<file path="config.mk">
export PLATFORM = sky130hd
export DESIGN_NAME = seed_xdrop_extension
export DESIGN_NICKNAME = d
export VERILOG_FILES = /design/src/hw/rtl/sxe_pkg.sv /design/src/hw/rtl/seed_xdrop_extension.sv /design/src/hw/rtl/sxe_front.sv /design/src/hw/rtl/sxe_queue.sv /design/src/hw/rtl/sxe_back.sv /design/src/hw/rtl/sxe_report.sv
export SDC_FILE = /design/constraint.sdc
export NUM_CORES = 2
export LEC_CHECK = 0
export BUFFER_PORTS_ARGS = -buffer_cell sky130_fd_sc_hd__buf_2
export CORE_MARGIN = 2
export CORE_UTILIZATION = 35
export CTS_CLUSTER_DIAMETER = 120
export DETAILED_ROUTE_END_ITERATION = 8
export REMOVE_ABC_BUFFERS = 1
export SETUP_SLACK_MARGIN = 0.4
export SYNTH_ARGS = -nofsm -noshare
export SYNTH_HDL_FRONTEND = slang
export SYNTH_SLANG_ARGS = --single-unit
</file>
<file path="constraint.sdc">
create_clock -name i_clk -period 14.48 [get_ports i_clk]
set_input_delay 0 -clock i_clk [delete_from_list [all_inputs] [get_ports i_clk]]
set_output_delay 0 -clock i_clk [all_outputs]
set_load 0.01 [all_outputs]
</file>
<file path="src/hw/rtl/sxe_pkg.sv">
package sxe_pkg;

    // Default depth of the request queue between the front end and the back end.
    localparam int unsigned Q_DEPTH = 4;

    // Configuration register reset values.
    localparam logic [7:0]  MATCH_RST = 8'd1;
    localparam logic [7:0]  TS_RST    = 8'd2;
    localparam logic [7:0]  TV_RST    = 8'd6;
    localparam logic [9:0]  DROP_RST  = 10'd12;
    localparam logic [15:0] MIN_RST   = 16'd16;

    // Register indexes on the configuration port (word address).
    localparam logic [2:0] REG_MATCH = 3'd0;
    localparam logic [2:0] REG_TS    = 3'd1;
    localparam logic [2:0] REG_TV    = 3'd2;
    localparam logic [2:0] REG_DROP  = 3'd3;
    localparam logic [2:0] REG_MIN   = 3'd4;

    // Action codes of an input request.
    localparam logic [2:0] ACT_START  = 3'd0;
    localparam logic [2:0] ACT_RIGHT  = 3'd1;
    localparam logic [2:0] ACT_SEED   = 3'd2;
    localparam logic [2:0] ACT_LEFT   = 3'd3;
    localparam logic [2:0] ACT_FINISH = 3'd4;

    typedef enum logic [1:0] {
        CMD_START,
        CMD_PAIR,
        CMD_FINISH
    } t_kind;

    typedef enum logic [1:0] {
        PH_RIGHT,
        PH_SEED,
        PH_LEFT
    } t_phase;

    // Classified request as it travels through the queue.
    typedef struct packed {
        t_kind              kind;
        t_phase             phase;
        logic signed [9:0]  gain;
        logic               zero;
        logic [31:0]        gen_pos;
        logic [31:0]        est_pos;
        logic [7:0]         seed_len;
    } t_cmd;

    // Partial results of a finished hit, handed to the report stage.
    typedef struct packed {
        logic [40:0] sum_rs;
        logic [39:0] left_best;
        logic [31:0] gen_pos;
        logic [31:0] est_pos;
        logic [31:0] back_cnt;
        logic [31:0] fwd_cnt;
        logic [31:0] right_cnt;
    } t_snap;

endpackage

</file>
<file path="src/hw/rtl/seed_xdrop_extension.sv">
// A finish request's result passes from the queue through the report stage's snapshot
// register into the output register, where it is valid until the consumer takes it.
// Throughput: one request per cycle while the queue has room; the back end settles each
// base pair with a narrow deficit compare and a single 40-bit best-score update.
// Start, pair and unknown requests produce no result; a finish produces exactly one.
// Reset is synchronous and active low: it restores the default configuration, empties
// the queue and the report stages, and clears the hit state. No clearing pass follows.
module seed_xdrop_extension #(
    parameter int unsigned QUEUE_DEPTH = sxe_pkg::Q_DEPTH
) (
    input  logic        i_clk,
    input  logic        i_rst_n,
    // Request channel.
    input  logic        i_in_valid,
    output logic        o_in_stall,
    input  logic [2:0]  i_action,
    input  logic [7:0]  i_gen_base,
    input  logic [7:0]  i_est_base,
    input  logic [31:0] i_gen_position,
    input  logic [31:0] i_est_position,
    input  logic [7:0]  i_seed_len,
    // Result channel.
    output logic        o_out_valid,
    input  logic        i_out_stall,
    output logic        o_keep,
    output logic [31:0] o_gen_start,
    output logic [31:0] o_est_start,
    output logic [31:0] o_seg_length,
    output logic [31:0] o_total_score,
    output logic [31:0] o_diag_extent,
    // Configuration port.
    input  logic        psel,
    input  logic        penable,
    input  logic        pwrite,
    input  logic [4:0]  paddr,
    input  logic [31:0] pwdata,
    output logic [31:0] prdata,
    output logic        pready
);
    import sxe_pkg::*;

    // Configuration registers. The host must write them only while the block is idle (the
    // block does not enforce this), so the front end folds them into each request's score change.
    logic [7:0]  r_match;
    logic [7:0]  r_ts_pen;
    logic [7:0]  r_tv_pen;
    logic [9:0]  r_drop;
    logic [15:0] r_min_score;
    logic        w_cfg_write;

    assign pready      = 1'b1;
    assign w_cfg_write = psel && penable && pwrite;

    always_ff @(posedge i_clk) begin
        if (!i_rst_n) begin
            r_match     <= MATCH_RST;
            r_ts_pen    <= TS_RST;
            r_tv_pen    <= TV_RST;
            r_drop      <= DROP_RST;
            r_min_score <= MIN_RST;
        end else if (w_cfg_write) begin
            case (paddr[4:2])
                REG_MATCH: r_match     <= pwdata[7:0];
                REG_TS:    r_ts_pen    <= pwdata[7:0];
                REG_TV:    r_tv_pen    <= pwdata[7:0];
                REG_DROP:  r_drop      <= pwdata[9:0];
                REG_MIN:   r_min_score <= pwdata[15:0];
                default: begin
                end
            endcase
        end
    end

    always_comb begin
        case (paddr[4:2])
            REG_MATCH: prdata = {24'd0, r_match};
            REG_TS:    prdata = {24'd0, r_ts_pen};
            REG_TV:    prdata = {24'd0, r_tv_pen};
            REG_DROP:  prdata = {22'd0, r_drop};
            REG_MIN:   prdata = {16'd0, r_min_score};
            default:   prdata = 32'd0;
        endcase
    end

    // The front end decodes the action, folds the base comparison and the penalty
    // choice into a signed score change, and pushes the request into the queue.
    // It stalls only when the queue is full. The output register and the report
    // stage together hold two unclaimed results; a further finish then waits at the
    // head of the queue, and the requester is stalled once the queue behind it fills.
    t_cmd  w_front_cmd;
    t_cmd  w_head_cmd;
    logic  w_push;
    logic  w_pop;
    logic  w_q_full;
    logic  w_q_empty;
    logic  w_snap_load;
    logic  w_snap_ready;
    t_snap w_snap;

    sxe_front u_front (
        .i_valid        (i_in_valid),
        .i_action       (i_action),
        .i_gen_base     (i_gen_base),
        .i_est_base     (i_est_base),
        .i_gen_position (i_gen_position),
        .i_est_position (i_est_position),
        .i_seed_len     (i_seed_len),
        .i_match        (r_match),
        .i_ts_pen       (r_ts_pen),
        .i_tv_pen       (r_tv_pen),
        .i_q_full       (w_q_full),
        .o_stall        (o_in_stall),
        .o_push         (w_push),
        .o_cmd          (w_front_cmd)
    );

    sxe_queue #(
        .DEPTH (QUEUE_DEPTH)
    ) u_queue (
        .i_clk   (i_clk),
        .i_rst_n (i_rst_n),
        .i_push  (w_push),
        .i_cmd   (w_front_cmd),
        .i_pop   (w_pop),
        .o_cmd   (w_head_cmd),
        .o_full  (w_q_full),
        .o_empty (w_q_empty)
    );

    // The back end owns the hit state. Rather than a running sum it keeps the
    // deficit of the sum below the best, which keeps the per-pair compare narrow.
    // Only a finish request waits, and only when the report stages are full.
    sxe_back u_back (
        .i_clk        (i_clk),
        .i_rst_n      (i_rst_n),
        .i_cmd        (w_head_cmd),
        .i_empty      (w_q_empty),
        .i_drop       (r_drop),
        .i_snap_ready (w_snap_ready),
        .o_pop        (w_pop),
        .o_snap_load  (w_snap_load),
        .o_snap       (w_snap)
    );

    // The report stage finishes the sums and positions of a hit and holds the
    // result in an output register until the consumer takes it.
    sxe_report u_report (
        .i_clk         (i_clk),
        .i_rst_n       (i_rst_n),
        .i_load        (w_snap_load),
        .i_snap        (w_snap),
        .i_min_score   (r_min_score),
        .i_out_stall   (i_out_stall),
        .o_ready       (w_snap_ready),
        .o_valid       (o_out_valid),
        .o_keep        (o_keep),
        .o_gen_start   (o_gen_start),
        .o_est_start   (o_est_start),
        .o_seg_length  (o_seg_length),
        .o_total_score (o_total_score),
        .o_diag_extent (o_diag_extent)
    );

    // A request pushed into the queue is waiting there on the next cycle.
    a_push_lands: assert property (@(posedge i_clk) disable iff (!i_rst_n)
        w_push |=> !w_q_empty)
        else $error("queue empty right after a push");

    // The back end never takes a request from an empty queue.
    a_no_pop_empty: assert property (@(posedge i_clk) disable iff (!i_rst_n)
        w_q_empty |-> !w_pop)
        else $error("pop from an empty queue");

    // A full queue cannot also report empty.
    a_full_not_empty: assert property (@(posedge i_clk) disable iff (!i_rst_n)
        w_q_full |-> !w_q_empty)
        else $error("queue both full and empty");

    // Reset leaves no result pending at the output.
    a_reset_clears_out: assert property (@(posedge i_clk)
        !i_rst_n |=> !o_out_valid)
        else $error("result valid right after reset");

endmodule

</file>
<file path="src/hw/rtl/sxe_front.sv">
module sxe_front (
    input  logic          i_valid,
    input  logic [2:0]    i_action,
    input  logic [7:0]    i_gen_base,
    input  logic [7:0]    i_est_base,
    input  logic [31:0]   i_gen_position,
    input  logic [31:0]   i_est_position,
    input  logic [7:0]    i_seed_len,
    input  logic [7:0]    i_match,
    input  logic [7:0]    i_ts_pen,
    input  logic [7:0]    i_tv_pen,
    input  logic          i_q_full,
    output logic          o_stall,
    output logic          o_push,
    output sxe_pkg::t_cmd o_cmd
);
    import sxe_pkg::*;

    localparam logic [7:0] CH_A = 8'h41;
    localparam logic [7:0] CH_C = 8'h43;
    localparam logic [7:0] CH_G = 8'h47;
    localparam logic [7:0] CH_T = 8'h54;

    function automatic logic [7:0] up_case(input logic [7:0] c);
        if (c inside {[8'h61:8'h7a]}) begin
            return c - 8'd32;
        end
        return c;
    endfunction

    function automatic logic is_transition(input logic [7:0] a, input logic [7:0] b);
        logic [7:0] ua;
        logic [7:0] ub;
        ua = up_case(a);
        ub = up_case(b);
        return ((ua == CH_A) && (ub == CH_G)) || ((ua == CH_G) && (ub == CH_A)) ||
               ((ua == CH_C) && (ub == CH_T)) || ((ua == CH_T) && (ub == CH_C));
    endfunction

    logic              w_mismatch;
    logic [7:0]        w_pen;
    logic signed [9:0] w_ext_gain;
    logic signed [9:0] w_seed_gain;
    logic              w_known;

    assign w_mismatch  = (i_gen_base != i_est_base);
    assign w_pen       = is_transition(i_est_base, i_gen_base) ? i_ts_pen : i_tv_pen;
    assign w_ext_gain  = $signed({2'b00, i_match}) -
                         $signed({2'b00, (w_mismatch ? w_pen : 8'd0)});
    assign w_seed_gain = w_mismatch ? 10'sd0 : $signed({2'b00, i_match});

    always_comb begin
        o_cmd          = '0;
        o_cmd.gen_pos  = i_gen_position;
        o_cmd.est_pos  = i_est_position;
        o_cmd.seed_len = i_seed_len;
        o_cmd.zero     = (i_gen_base == 8'd0) || (i_est_base == 8'd0);
        o_cmd.kind     = CMD_START;
        o_cmd.phase    = PH_RIGHT;
        o_cmd.gain     = w_ext_gain;
        w_known        = 1'b1;
        case (i_action)
            ACT_START: begin
                o_cmd.kind = CMD_START;
            end
            ACT_RIGHT: begin
                o_cmd.kind  = CMD_PAIR;
                o_cmd.phase = PH_RIGHT;
            end
            ACT_SEED: begin
                o_cmd.kind  = CMD_PAIR;
                o_cmd.phase = PH_SEED;
                o_cmd.gain  = w_seed_gain;
            end
            ACT_LEFT: begin
                o_cmd.kind  = CMD_PAIR;
                o_cmd.phase = PH_LEFT;
            end
            ACT_FINISH: begin
                o_cmd.kind = CMD_FINISH;
            end
            default: begin
                w_known = 1'b0;
            end
        endcase
    end

    // Unknown action codes are taken and dropped here.
    assign o_stall = i_q_full;
    assign o_push  = i_valid && !i_q_full && w_known;

endmodule

</file>
<file path="src/hw/rtl/sxe_queue.sv">
module sxe_queue #(
    parameter int unsigned DEPTH = sxe_pkg::Q_DEPTH
) (
    input  logic          i_clk,
    input  logic          i_rst_n,
    input  logic          i_push,
    input  sxe_pkg::t_cmd i_cmd,
    input  logic          i_pop,
    output sxe_pkg::t_cmd o_cmd,
    output logic          o_full,
    output logic          o_empty
);
    import sxe_pkg::*;

    localparam int unsigned PTR_W = (DEPTH > 1) ? $clog2(DEPTH) : 1;
    localparam int unsigned CNT_W = $clog2(DEPTH + 1);
    localparam logic [PTR_W-1:0] LAST = PTR_W'(DEPTH - 1);

    t_cmd             r_mem [DEPTH];
    logic [PTR_W-1:0] r_wr_ptr;
    logic [PTR_W-1:0] r_rd_ptr;
    logic [CNT_W-1:0] r_count;
    logic [PTR_W-1:0] n_wr_ptr;
    logic [PTR_W-1:0] n_rd_ptr;
    logic [CNT_W-1:0] n_count;

    assign o_full  = (r_count == CNT_W'(DEPTH));
    assign o_empty = (r_count == '0);
    assign o_cmd   = r_mem[r_rd_ptr];

    always_comb begin
        n_wr_ptr = r_wr_ptr;
        n_rd_ptr = r_rd_ptr;
        n_count  = r_count;
        if (i_push) begin
            n_wr_ptr = (r_wr_ptr == LAST) ? '0 : r_wr_ptr + 1'b1;
        end
        if (i_pop) begin
            n_rd_ptr = (r_rd_ptr == LAST) ? '0 : r_rd_ptr + 1'b1;
        end
        case ({i_push, i_pop})
            2'b10:   n_count = r_count + 1'b1;
            2'b01:   n_count = r_count - 1'b1;
            default: n_count = r_count;
        endcase
    end

    always_ff @(posedge i_clk) begin
        if (i_push) begin
            r_mem[r_wr_ptr] <= i_cmd;
        end
    end

    always_ff @(posedge i_clk) begin
        if (!i_rst_n) begin
            r_wr_ptr <= '0;
            r_rd_ptr <= '0;
            r_count  <= '0;
        end else begin
            r_wr_ptr <= n_wr_ptr;
            r_rd_ptr <= n_rd_ptr;
            r_count  <= n_count;
        end
    end

endmodule

</file>
<file path="src/hw/rtl/sxe_back.sv">
module sxe_back (
    input  logic           i_clk,
    input  logic           i_rst_n,
    input  sxe_pkg::t_cmd  i_cmd,
    input  logic           i_empty,
    input  logic [9:0]     i_drop,
    input  logic           i_snap_ready,
    output logic           o_pop,
    output logic           o_snap_load,
    output sxe_pkg::t_snap o_snap
);
    import sxe_pkg::*;

    logic [31:0] r_gen_pos,   n_gen_pos;
    logic [31:0] r_est_pos,   n_est_pos;
    logic [7:0]  r_seed_len,  n_seed_len;
    logic [31:0] r_pairs,     n_pairs;
    logic [10:0] r_deficit,   n_deficit;
    logic [39:0] r_right_best, n_right_best;
    logic [31:0] r_right_cnt, n_right_cnt;
    logic [39:0] r_left_best, n_left_best;
    logic [31:0] r_left_cnt,  n_left_cnt;
    logic [15:0] r_seed_sum,  n_seed_sum;
    logic        r_ext,       n_ext;
    t_phase      r_phase,     n_phase;

    logic               w_is_finish;
    logic               w_older;
    logic               w_enter;
    logic               w_ext_eff;
    logic [31:0]        w_pairs_eff;
    logic [10:0]        w_def_eff;
    logic [31:0]        w_pairs_inc;
    logic signed [11:0] w_diff;
    logic [11:0]        w_rise;
    logic [39:0]        w_best_sel;
    logic [39:0]        w_best_new;
    logic               w_stop;
    logic [16:0]        w_seed_add;

    assign w_is_finish = (i_cmd.kind == CMD_FINISH);
    assign o_pop       = !i_empty && (!w_is_finish || i_snap_ready);
    assign o_snap_load = !i_empty && w_is_finish && i_snap_ready;

    assign w_older     = (i_cmd.phase < r_phase);
    assign w_enter     = (i_cmd.phase > r_phase);
    assign w_ext_eff   = w_enter || r_ext;
    assign w_pairs_eff = w_enter ? 32'd0 : r_pairs;
    assign w_def_eff   = w_enter ? 11'd0 : r_deficit;
    assign w_pairs_inc = w_pairs_eff + 32'd1;

    // The deficit is how far the running sum lies below the best sum.
    // A negative result means the pair lifts the sum past the best.
    assign w_diff     = $signed({1'b0, w_def_eff}) - $signed({{2{i_cmd.gain[9]}}, i_cmd.gain});
    assign w_rise     = 12'(-w_diff);
    assign w_best_sel = (i_cmd.phase == PH_LEFT) ? r_left_best : r_right_best;
    assign w_best_new = w_best_sel + {32'd0, w_rise[7:0]};
    assign w_stop     = (!w_diff[11] && (w_diff[10:0] > {1'b0, i_drop})) ||
                        (w_pairs_inc == 32'hFFFF_FFFF);
    assign w_seed_add = {1'b0, r_seed_sum} + {9'd0, i_cmd.gain[7:0]};

    always_comb begin
        n_gen_pos    = r_gen_pos;
        n_est_pos    = r_est_pos;
        n_seed_len   = r_seed_len;
        n_pairs      = r_pairs;
        n_deficit    = r_deficit;
        n_right_best = r_right_best;
        n_right_cnt  = r_right_cnt;
        n_left_best  = r_left_best;
        n_left_cnt   = r_left_cnt;
        n_seed_sum   = r_seed_sum;
        n_ext        = r_ext;
        n_phase      = r_phase;
        if (o_pop) begin
            case (i_cmd.kind)
                CMD_START: begin
                    n_gen_pos    = i_cmd.gen_pos;
                    n_est_pos    = i_cmd.est_pos;
                    n_seed_len   = i_cmd.seed_len;
                    n_pairs      = '0;
                    n_deficit    = '0;
                    n_right_best = '0;
                    n_right_cnt  = '0;
                    n_left_best  = '0;
                    n_left_cnt   = '0;
                    n_seed_sum   = '0;
                    n_ext        = 1'b1;
                    n_phase      = PH_RIGHT;
                end
                CMD_PAIR: begin
                    if (!w_older) begin
                        if (w_enter) begin
                            n_phase   = i_cmd.phase;
                            n_pairs   = '0;
                            n_deficit = '0;
                            n_ext     = 1'b1;
                        end
                        if (w_ext_eff) begin
                            if (i_cmd.phase == PH_SEED) begin
                                if (w_pairs_eff < {24'd0, r_seed_len}) begin
                                    n_pairs    = w_pairs_inc;
                                    n_seed_sum = w_seed_add[16] ? 16'hFFFF : w_seed_add[15:0];
                                end
                            end else if ((i_cmd.phase == PH_RIGHT) && i_cmd.zero) begin
                                n_ext = 1'b0;
                            end else begin
                                n_pairs = w_pairs_inc;
                                n_ext   = !w_stop;
                                if (w_diff[11]) begin
                                    n_deficit = '0;
                                    if (i_cmd.phase == PH_LEFT) begin
                                        n_left_best = w_best_new;
                                        n_left_cnt  = w_pairs_inc;
                                    end else begin
                                        n_right_best = w_best_new;
                                        n_right_cnt  = w_pairs_inc;
                                    end
                                end else begin
                                    n_deficit = w_diff[10:0];
                                end
                            end
                        end
                    end
                end
                default: begin
                end
            endcase
        end
    end

    always_comb begin
        o_snap.sum_rs    = {1'b0, r_right_best} + {25'd0, r_seed_sum};
        o_snap.left_best = r_left_best;
        o_snap.gen_pos   = r_gen_pos;
        o_snap.est_pos   = r_est_pos;
        o_snap.back_cnt  = {24'd0, r_seed_len} + r_left_cnt;
        o_snap.fwd_cnt   = r_right_cnt + {24'd0, r_seed_len};
        o_snap.right_cnt = r_right_cnt;
    end

    always_ff @(posedge i_clk) begin
        if (!i_rst_n) begin
            r_gen_pos    <= '0;
            r_est_pos    <= '0;
            r_seed_len   <= '0;
            r_pairs      <= '0;
            r_deficit    <= '0;
            r_right_best <= '0;
            r_right_cnt  <= '0;
            r_left_best  <= '0;
            r_left_cnt   <= '0;
            r_seed_sum   <= '0;
            r_ext        <= 1'b1;
            r_phase      <= PH_RIGHT;
        end else begin
            r_gen_pos    <= n_gen_pos;
            r_est_pos    <= n_est_pos;
            r_seed_len   <= n_seed_len;
            r_pairs      <= n_pairs;
            r_deficit    <= n_deficit;
            r_right_best <= n_right_best;
            r_right_cnt  <= n_right_cnt;
            r_left_best  <= n_left_best;
            r_left_cnt   <= n_left_cnt;
            r_seed_sum   <= n_seed_sum;
            r_ext        <= n_ext;
            r_phase      <= n_phase;
        end
    end

endmodule

</file>
<file path="src/hw/rtl/sxe_report.sv">
module sxe_report (
    input  logic           i_clk,
    input  logic           i_rst_n,
    input  logic           i_load,
    input  sxe_pkg::t_snap i_snap,
    input  logic [15:0]    i_min_score,
    input  logic           i_out_stall,
    output logic           o_ready,
    output logic           o_valid,
    output logic           o_keep,
    output logic [31:0]    o_gen_start,
    output logic [31:0]    o_est_start,
    output logic [31:0]    o_seg_length,
    output logic [31:0]    o_total_score,
    output logic [31:0]    o_diag_extent
);
    import sxe_pkg::*;

    t_snap       r_snap;
    logic        r_snap_valid, n_snap_valid;
    logic        r_out_valid,  n_out_valid;
    logic        r_keep;
    logic [31:0] r_gen_start;
    logic [31:0] r_est_start;
    logic [31:0] r_seg_length;
    logic [31:0] r_total_score;
    logic [31:0] r_diag_extent;

    logic        w_out_free;
    logic [41:0] w_total;

    assign w_out_free   = !r_out_valid || !i_out_stall;
    assign o_ready      = !r_snap_valid || w_out_free;
    assign n_snap_valid = i_load || (r_snap_valid && !w_out_free);
    assign n_out_valid  = w_out_free ? r_snap_valid : r_out_valid;
    assign w_total      = {1'b0, r_snap.sum_rs} + {2'b00, r_snap.left_best};

    always_ff @(posedge i_clk) begin
        if (i_load) begin
            r_snap <= i_snap;
        end
        if (w_out_free && r_snap_valid) begin
            r_keep        <= (w_total >= {26'd0, i_min_score});
            r_total_score <= (w_total[41:32] != '0) ? 32'hFFFF_FFFF : w_total[31:0];
            r_gen_start   <= r_snap.gen_pos - r_snap.back_cnt;
            r_est_start   <= r_snap.est_pos - r_snap.back_cnt;
            r_seg_length  <= r_snap.right_cnt + r_snap.back_cnt;
            r_diag_extent <= r_snap.gen_pos + r_snap.fwd_cnt;
        end
    end

    always_ff @(posedge i_clk) begin
        if (!i_rst_n) begin
            r_snap_valid <= 1'b0;
            r_out_valid  <= 1'b0;
        end else begin
            r_snap_valid <= n_snap_valid;
            r_out_valid  <= n_out_valid;
        end
    end

    assign o_valid       = r_out_valid;
    assign o_keep        = r_keep;
    assign o_gen_start   = r_gen_start;
    assign o_est_start   = r_est_start;
    assign o_seg_length  = r_seg_length;
    assign o_total_score = r_total_score;
    assign o_diag_extent = r_diag_extent;

endmodule
</file>
==> metrics.md <==
| Metric | Value |
|---|---|
| Status | `finished, final reports clean` |
| Flops & latches, synth | `1085` |
| Antenna-violating nets left | `0` |
| Worst-path clk slew | `0.06 ns` |
| Register area share after synthesis | `0.533` |
| Post-DP HPWL | `106000 um` |
| Min setup slack post-route | `6.57 ns` |
| Clock Skew | `between 0.03 and 0.04 ns` |
| Post-synth top area cell | `edfxtp_1` |
| Clock Sink Count | `between 1000 and 1500` |
| CORE AREA | `~0.16 mm^2` |
| Remaining global-route overflow | `0` |
| Top-count cell post-synth | `edfxtp_1` |
| Max cap viols | `0` |
| Library cells used by synthesis | `approximately 100` |
| Most frequent CP cell | `o21ai_0` |
| Total power | `between 10 and 15 mW` |
| Avg Synthesized Cell Area | `10.9 um^2` |
| Clk buf depth | `3` |
| Cells after Synth | `roughly 5000` |
| CTS tree | `done` |
| First drt pass iteration count | `6` |
| Cell family with most CP delay | `simple AND/OR/NAND/NOR gates` |
| Post-place setup slack | `~6.7 ns` |
| Residual DRC | `0` |
| Worst EP required | `15.12 ns` |
| Crit path buf inv count | `2` |
| WS Path Type | `reg2reg` |
| NumNets Final | `5797` |
| Ys Warns | `0` |
| Wire per inst | `19.7 um` |
| Via Count | `39900` |
| Top post-synthesis cells by area | `edfxtp_1, dfxtp_1, ha_1` |
| Root Driver | `clkbuf_16` |
| Slew HR | `0.236` |
| Worst slew pin tran | `1.13 ns` |
| Min Tclk post-route | `7.91 ns` |
| Die width | `400 um` |
| Initial Util | `0.351` |
| Fillers | `14800` |
| Post-cts sizing count | `0` |
| Largest net degree at the start of global routing | `167` |
| Hold Crit Class | `in2reg` |
| IO Count | `about 330` |
| Most common library cells after synthesis | `edfxtp_1, a21oi_1, nand2_1` |
| Main synth FF type | `edfxtp_1` |
| H-tree levels | `3` |
| Gr usage total | `0.181` |
| RSZ-0062 raised after global routing | `no` |
| Synthesized cell area | `0.0547 mm^2` |
| Num rows | `about 150` |
| Detailed Route Iter0 Violations | `2822` |
| Post-synth top area share | `0.409` |
| Setup crit start kind | `flip-flop` |
| Total power per unit cell area | `approximately 170 mW/mm^2` |
| Final period util | `0.547` |
| Layout area overhead | `15.8%` |
| Final hold vios | `0` |
| Detailed-route wire length | `149000 um` |
| Setup Total Neg Slack | `0 ns` |
| Final setup vio count | `0` |
| Full die area | `roughly 0.16 mm^2` |
| RePlAce Congestion | `about 0.9` |
| Die Y | `400 um` |
| Leak | `23.0 nW` |
| Vias per cell | `5.29` |
| Arrival time worst endpoint | `8.55 ns` |
| PortBufs | `295` |
| Max VDD drop | `0.123 mV` |
| Post-synth EDFFs | `~750` |
| Vias in the first global route | `37800` |
| Max frequency | `126 MHz` |
| Synth async-reset ratio | `0` |
| First-pass GRT wire length | `between 200000 and 250000 um` |
| Fraction of layout cells with a size suffix above 1 | `0.128` |
| CP max stage delay | `about 0.76 ns` |
| Antenna violations before repair | `19` |
| Area occupied by multi-input gates | `around 0.024 mm^2` |
| Non-Filler Instances | `7534` |
| CTS buffer count | `111` |
| CP max stage cell | `nor3_1` |
| Hold slack | `0.0495 ns` |
| Maximum fanout along the worst path | `53` |
| Reg area | `0.0292 mm^2` |
| Placed Instances | `7193` |
| Clk_lat worst skew | `0.74 ns` |
| Number of max-slew violations in the final report | `0` |
| Worst setup EP type | `flip-flop` |
-- state kept, by name (all words and copies together) (netlist names), 32 cells and up, named ones only --
| register | cells |
|---|---|
| u_queue.r_mem | 344 |
| u_report.r_snap | 241 |
| u_back.r_left_best | 40 |
| u_back.r_right_best | 40 |
| u_back.r_est_pos | 32 |
| u_back.r_gen_pos | 32 |
| u_back.r_left_cnt | 32 |
| u_back.r_pairs | 32 |
| u_back.r_right_cnt | 32 |
| u_report.o_diag_extent | 32 |
| u_report.o_est_start | 32 |
| u_report.o_gen_start | 32 |
| u_report.o_seg_length | 32 |
| u_report.o_total_score | 32 |
-- worst register-to-register path: cells and delay by family (launching register included) --
kind,cells,cell delay (ns)
AOI/OAI and AO/OA,8,1.48
adders and majority gates,3,0.89
xor gates and xnor gates,3,0.74
muxes,1,0.70
and+or+nand+nor,10,2.66
buffers and inverters,2,0.58
DFF,1,0.75
-- what timing repair did --
item                      4_1_cts  5_1_grt
hold buffers                  124        0
hold endpoints to repair      389        0
buffers inserted                0        0
-- through the flow --
stage               instance area, um^2   util
floorplan                         53800      -
global route                      63400  0.407
finish                            63400  0.407
detailed placement                58300  0.374
global placement                  58300  0.374
CTS                               63400  0.407
-- kinds of logic after synthesis --
| family | after synthesis | synth area share |
|---|---|---|
| AO/OA/AOI/OAI | 1172 | 0.129 |
| XOR/XNOR | 325 | 0.0520 |
| adder cells (fa/ha/maj) | 290 | 0.0681 |
| buffers and inverters | 457 | 0.0338 |
| flip-flops | 1085 | 0.533 |
| multiplexers | 162 | 0.0493 |
| other | 2 | 0.000137 |
| AND/OR/NAND/NOR | 1535 | 0.134 |
-- routing by layer --
metal | global-route usage | vias to the layer above | share of wire
li1 | - | 19100 | -
met1 | 0.249 | 19500 | 0.45
met2 | 0.287 | 1022 | 0.46
met3 | 0.0268 | 240 | 0.054
met4 | 0.0694 | 26 | 0.035
met5 | 0 | - | 0.0011
-- worst paths after layout --
check / endpoint / start / slack (ns) / cells past startpoint
setup / recovery: u_back.r_left_best[39] / flip-flop / 6.57 / 27
setup reg to reg: u_back.r_left_best[39] / flip-flop / 6.57 / 27
hold reg to reg: u_report.r_snap[103] / u_back.r_est_pos[7] / 0.42 / 0
hold / removal: u_queue.r_mem[1][52] / i_gen_position[12] / 0.05 / 2
-- power by group --
group	internal [mW]	total, mW	switching (mW)
clock network	1.74	3.01	1.26
registers	3.80	4.03	0.227
logic	1.25	3.54	2.29
total	6.79	10.6	3.78
-- final cells by class --
type,count,area share
Timing Repair Buffer,459,0.0478
Inverter,214,0.0128
Clock buffer,151,0.0496
Sequential cell,1085,0.461
Antenna cell,6,0.000237
Clock inverter,60,0.0114
Multi-Input combinational cell,3501,0.377
Tap cell,2058,0.0406
-- layout by cell type, fill, tap and decap left out, types with 26 or more instances in the layout --
cell	instances
nand2b_1	33
clkbuf_16	114
mux2i_1	76
nand2_1	441
and2_1	40
buf_2	295
xnor2_1	209
ha_1	277
buf_4	39
edfxtp_1	746
mux4_2	86
a21o_1	95
o21a_1	34
xor2_1	116
nor3_1	78
nor2b_1	39
nor2_1	365
and3_1	44
or3_1	26
o21ai_0	287
dlygate4sd3_1	124
nand4_1	60
inv_1	212
dfxtp_1	337
nand3_1	267
a21oi_1	463
a211oi_1	34
Power figures use the tool's default switching activity.
